<file path="config.mk">
export PLATFORM = sky130hd
export DESIGN_NAME = tccm_front
export DESIGN_NICKNAME = d
export VERILOG_FILES = /design/src/rtl/tccm_pkg.sv /design/src/rtl/tccm_front.sv
export SDC_FILE = /design/constraint.sdc
export NUM_CORES = 1
export LEC_CHECK = 0
export BUFFER_PORTS_ARGS = -buffer_cell sky130_fd_sc_hd__buf_4
export CORE_MARGIN = 4
export CORE_UTILIZATION = 52
export CTS_CLUSTER_SIZE = 24
export DETAILED_ROUTE_END_ITERATION = 7
export GPL_ROUTABILITY_DRIVEN = 0
export PLACE_DENSITY_LB_ADDON = 0.15
export SLEW_MARGIN = 20
export SYNTH_ARGS = -nofsm -noshare
export SYNTH_HDL_FRONTEND = slang
export SYNTH_SLANG_ARGS = --single-unit
export TNS_END_PERCENT = 5
</file>
<file path="constraint.sdc">
create_clock -name i_clk -period 5 [get_ports i_clk]
set_clock_uncertainty 0.15 [all_clocks]
set_input_delay 0.5 -clock i_clk [delete_from_list [all_inputs] [get_ports i_clk]]
set_output_delay 0.5 -clock i_clk [all_outputs]
set_load 0.02 [all_outputs]
</file>
<file path="src/rtl/tccm_pkg.sv">
// Shared types and constants for the two-channel coincidence matcher.
`default_nettype none
package tccm_pkg;
    localparam int unsigned TsW = 48;
    localparam int unsigned ValW = 16;
    localparam int unsigned DiffW = 17;
    localparam logic [ValW-1:0] WindowReset = 16'd100;

    typedef struct packed {
        logic            channel;
        logic [TsW-1:0]  timestamp;
        logic [ValW-1:0] energy;
        logic [ValW-1:0] fit_energy;
        logic [ValW-1:0] shape_value;
    } t_event;

    typedef struct packed {
        logic             matched;
        logic [ValW-1:0]  ch0_energy;
        logic [ValW-1:0]  ch1_energy;
        logic [ValW-1:0]  ch0_fit;
        logic [ValW-1:0]  ch1_fit;
        logic [ValW-1:0]  ch0_shape;
        logic [ValW-1:0]  ch1_shape;
        logic [DiffW-1:0] time_difference;
    } t_result;
endpackage
`default_nettype wire

</file>
<file path="src/rtl/tccm_front.sv">
// Front end: two-entry event queue between the input channel and the matcher.
`default_nettype none
module tccm_front (
    input  wire logic            i_clk,
    input  wire logic            i_rst_n,
    input  wire logic            i_valid,
    output logic                 o_ready,
    input  wire tccm_pkg::t_event i_event,
    output logic                 o_valid,
    input  wire logic            i_pop,
    output tccm_pkg::t_event     o_event
);
    import tccm_pkg::*;

    t_event     r_mem [2];
    logic       r_wptr, r_rptr;
    logic [1:0] r_cnt, n_cnt;
    logic       push;

    assign o_ready = (r_cnt != 2'd2);
    assign push    = i_valid && o_ready;
    assign o_valid = (r_cnt != 2'd0);
    assign o_event = r_mem[r_rptr];

    always_comb begin
        n_cnt = r_cnt;
        if (push && !(i_pop && o_valid)) begin
            n_cnt = r_cnt + 2'd1;
        end else if (!push && i_pop && o_valid) begin
            n_cnt = r_cnt - 2'd1;
        end
    end

    always_ff @(posedge i_clk) begin
        if (!i_rst_n) begin
            r_wptr <= 1'b0;
            r_rptr <= 1'b0;
            r_cnt  <= 2'd0;
        end else begin
            r_cnt <= n_cnt;
            if (push) begin
                r_wptr <= ~r_wptr;
            end
            if (i_pop && o_valid) begin
                r_rptr <= ~r_rptr;
            end
        end
        if (push) begin
            r_mem[r_wptr] <= i_event;
        end
    end
endmodule
`default_nettype wire

</file>
==> summary.md <==
| Metric | Value |
|---|---|
| Status | `finished, final reports clean` |
| Antenna violations before repair | `0` |
| Largest vdd supply drop | `roughly 0.24 mV` |
| Die area | `between 0.015 and 0.02 mm²` |
| Most used flip-flop cell after synthesis | `sky130_fd_sc_hd__edfxtp_1` |
| GRT Util Overall | `0.159` |
| Final sum of negative setup slack | `0 ns` |
| Critical path type | `flip-flop to output pin` |
| Slew Limit Headroom | `0.369` |
| Area of the core | `0.0139 mm²` |
| Power per cell area | `just under 400 mW/mm²` |
| Cell accounting for the most synthesized area | `sky130_fd_sc_hd__edfxtp_1` |
| Area delta synth->final | `30.4%` |
| Number of setup buffers added after CTS | `0` |
| Standby leakage power | `3.62 nW` |
| Proportion of netlist area held by the largest area contributor | `0.792` |
| Fraction of layout instances using a drive strength above 1 | `0.603` |
| Startpoint of the most critical hold path | `i_event[41]` |
| Post-cts gate resize count | `0` |
| Critical path peak fanout | `between 40 and 50` |
| Yosys warns | `0` |
| Arrival time worst endpoint | `~2.2 ns` |
| Share of the clock period used by the worst path after layout | `0.567` |
| Register clock-pin slew on the reported worst setup and hold paths | `roughly 0.060 ns` |
| TritonCTS sink count | `199` |
| Initial standard-cell utilization of the core | `0.530` |
| Detailed-route wire length per cell | `between 15 and 20 µm` |
| Sequential-to-total area share from yosys stat | `0.805` |
| Final count of pins violating max slew | `0` |
| Number of enable-type register cells in the synthesized netlist | `about 190` |
| Maximum number of pins on one net before global-route repair | `70` |
| Placement row count | `43` |
| Synth Area per Inst | `22.3 µm²` |
| Total overflow reported by the global router | `0` |
| Cts bufs inserted | `17` |
| Wire length of the first global-routing pass | `~19 mm` |
| Worst hold path class | `input pin to flip-flop` |
| Met3 Use GR | `0.0699` |
| Clock latency on the worst-skew pair | `0.42 ns` |
| Number of instances in the synthesized netlist | `330` |
| Period minus WS final | `2.84 ns` |
| Worst min-delay path endpoint | `r_mem[0][41]$_DFFE_PP_` |
| Actual transition at the worst max-transition pin | `about 0.95 ns` |
| Worst-case setup margin in the final layout | `approximately 2.2 ns` |
| FFs w/ async S/R, synth | `0` |
| Bufs and invs on worst path | `2` |
| Critical path's most frequent cell | `sky130_fd_sc_hd__buf_4` |
| Via count of the first global-routing pass | `approximately 4000` |
| Sum of internal, switching and leakage power | `about 3.8 mW` |
| Cell with the largest stage delay on the worst path | `sky130_fd_sc_hd__dfxtp_4` |
| Data required time of the worst path | `4.35 ns` |
| Total Wirelength | `13.1 mm` |
| Die X | `about 130 µm` |
| Minimum setup slack among reg-to-reg paths | `between 2 and 2.5 ns` |
| Die boundary height | `127 µm` |
| Vias/cell | `about 5.0` |
| RSZ-0062 raised after global routing | `false` |
| Kind of capture point of the worst setup path | `output pin` |
| Maximum buffer depth of the clock tree | `2` |
| Finished Cell Area | `0.00959 mm²` |
| Depth of the worst register-to-register path | `4` |
| Ranking of synthesized cells by instance count | `194 x sky130_fd_sc_hd__edfxtp_1, 67 x sky130_fd_sc_hd__mux2_2, 30 x sky130_fd_sc_hd__mux2_4` |
| Cell depth of the worst setup path | `3` |
| Terminus of the critical flop-to-flop path | `r_mem[0][81]$_DFFE_PP_` |
| Highest attainable clock frequency | `approximately 350 MHz` |
| Final setup fails | `0` |
| GR peak layer | `met2` |
| Clock tree root buffer cell | `sky130_fd_sc_hd__clkbuf_16` |
| Number of ports placed on the die boundary | `200` |
| Number of I/O port buffers | `199` |
| Most numerous cell in the Yosys netlist | `sky130_fd_sc_hd__edfxtp_1` |
| HPWL after detailed placement | `8.72 mm` |
| Worst setup slack after placement | `about 2.4 ns` |
| H-tree depth | `4` |
| Final net count | `641` |
| Cell family contributing the most delay on the critical path | `buffers and inverters` |
| Maximum cell stage delay along the critical path | `0.61 ns` |
| Syn Std Cell Area | `0.00736 mm²` |
| Post-synthesis net count | `around 430` |
| DRC viols | `0` |
| Number of inserted diodes | `0` |
| Number of library cell types mapped by synthesis | `21` |
| Met2 demand-to-capacity share in global routing | `0.260` |
| Number of iterations in the first detailed-routing pass | `4` |
| Final Hold Violating Endpoints | `0` |
| Reported max-cap violation count | `0` |
| Final core occ | `0.691` |
| Number of routed nets with antenna violations | `0` |
| Met1 Usage GRT | `0.185` |
| Series of cell instances along the critical path | `buf_4, mux2_2, buf_4` |
| Startpoint class of the critical path | `flip-flop` |
| Synthesis-stage register bit count | `around 200` |
| Number of fill cells | `around 930` |
| Placed cell areas | `~0.009 mm²` |
| Cell types occupying the most area after synthesis | `sky130_fd_sc_hd__edfxtp_1 79%, sky130_fd_sc_hd__mux2_2 10%, sky130_fd_sc_hd__mux2_4 6.1%` |
| Hold Path Cell Cnt | `1` |
| Via count of the routed design | `3662` |
| First-iteration detailed-routing DRC count | `215` |
| Reg-to-reg startpoint | `r_cnt[0]$_SDFFE_PN0P_` |
| Quantity of hold-fixing buffers added after cts | `0` |
| TritonCTS clock tree | `done` |
==> sequential cells by signal (all words and copies together) (netlist names), named ones only <==
| name | flops |
|---|---|
| r_rptr | 1 |
| r_wptr | 1 |
| r_mem | 194 |
| r_cnt | 2 |
==> area by class of cell <==
class	count	area, µm²	area share
well taps	180	225	0.0235
clock inverters	12	136	0.0142
clock buffers	18	429	0.0447
repair buffers	203	1520	0.159
multi-input cells	116	1330	0.139
flip-flops and latches	199	5930	0.618
inverters	3	13.8	0.00143
==> per-layer routing <==
metal	routed length (µm)	part of all wire
met1	5040	0.39
met2	6540	0.50
met3	1250	0.096
met4	228	0.017
met5	0	0
==> report_power, final <==
| group | internal (mW) | switching, mW | total [mW] | leakage [nW] |
|---|---|---|---|---|
| combinational | 0.257 | 0.262 | 0.519 | 1.49 |
| clock | 0.771 | 0.538 | 1.31 | 0.274 |
| sequential | 1.94 | 0.0295 | 1.97 | 1.86 |
==> placed cells by master (no fill, tap or decap), types with 2 or more instances in the layout <==
cell / n
sky130_fd_sc_hd__nand3b_1: 2
sky130_fd_sc_hd__buf_4: 203
sky130_fd_sc_hd__nor2_1: 2
sky130_fd_sc_hd__dfxtp_1: 4
sky130_fd_sc_hd__clkinv_2: 4
sky130_fd_sc_hd__clkbuf_16: 17
sky130_fd_sc_hd__clkinv_1: 3
sky130_fd_sc_hd__edfxtp_1: 194
sky130_fd_sc_hd__mux2_2: 67
sky130_fd_sc_hd__mux2_4: 30
sky130_fd_sc_hd__or2_2: 2
sky130_fd_sc_hd__inv_1: 2
sky130_fd_sc_hd__a21oi_1: 4
sky130_fd_sc_hd__clkinvlp_4: 2
sky130_fd_sc_hd__bufinv_16: 3
==> worst register-to-register path: stages (launching register included) <==
cell and delay (ns):
sky130_fd_sc_hd__dfxtp_1 0.42, sky130_fd_sc_hd__nand2b_1 0.23, sky130_fd_sc_hd__nand3b_1 0.18, sky130_fd_sc_hd__inv_4 0.64, sky130_fd_sc_hd__buf_4 0.55
==> logic make-up (layout without fill, tap and decap cells) <==
logic type	after synthesis	count (layout)	synth area share
simple gates	9	9	0.00748
buf+inv	15	236	0.0139
xor+xnor	1	1	0.00119
mux	98	98	0.165
flops	199	199	0.805
compound gates	8	8	0.00680
==> metrics by stage <==
stage                     instances  hold slack, ns
after floorplan                 330           0.322
after global placement          701           0.334
after detailed placement        701           0.353
after CTS                       731          0.0919
after global routing            731          0.0906
final                           731           0.109
==> how the worst max path moves through the flow <==
stage	to	slack, ns
2_1_floorplan	r_mem[1][0]$_DFFE_PP_	1.36
3_3_place_gp	r_mem[1][7]$_DFFE_PP_	2.47
3_5_place_dp	r_mem[1][76]$_DFFE_PP_	2.44
4_1_cts	o_event[56]	2.11
5_1_grt	o_event[14]	2.05
6_report	o_event[56]	2.16
Note: power is estimated with default switching activity, not from simulation.
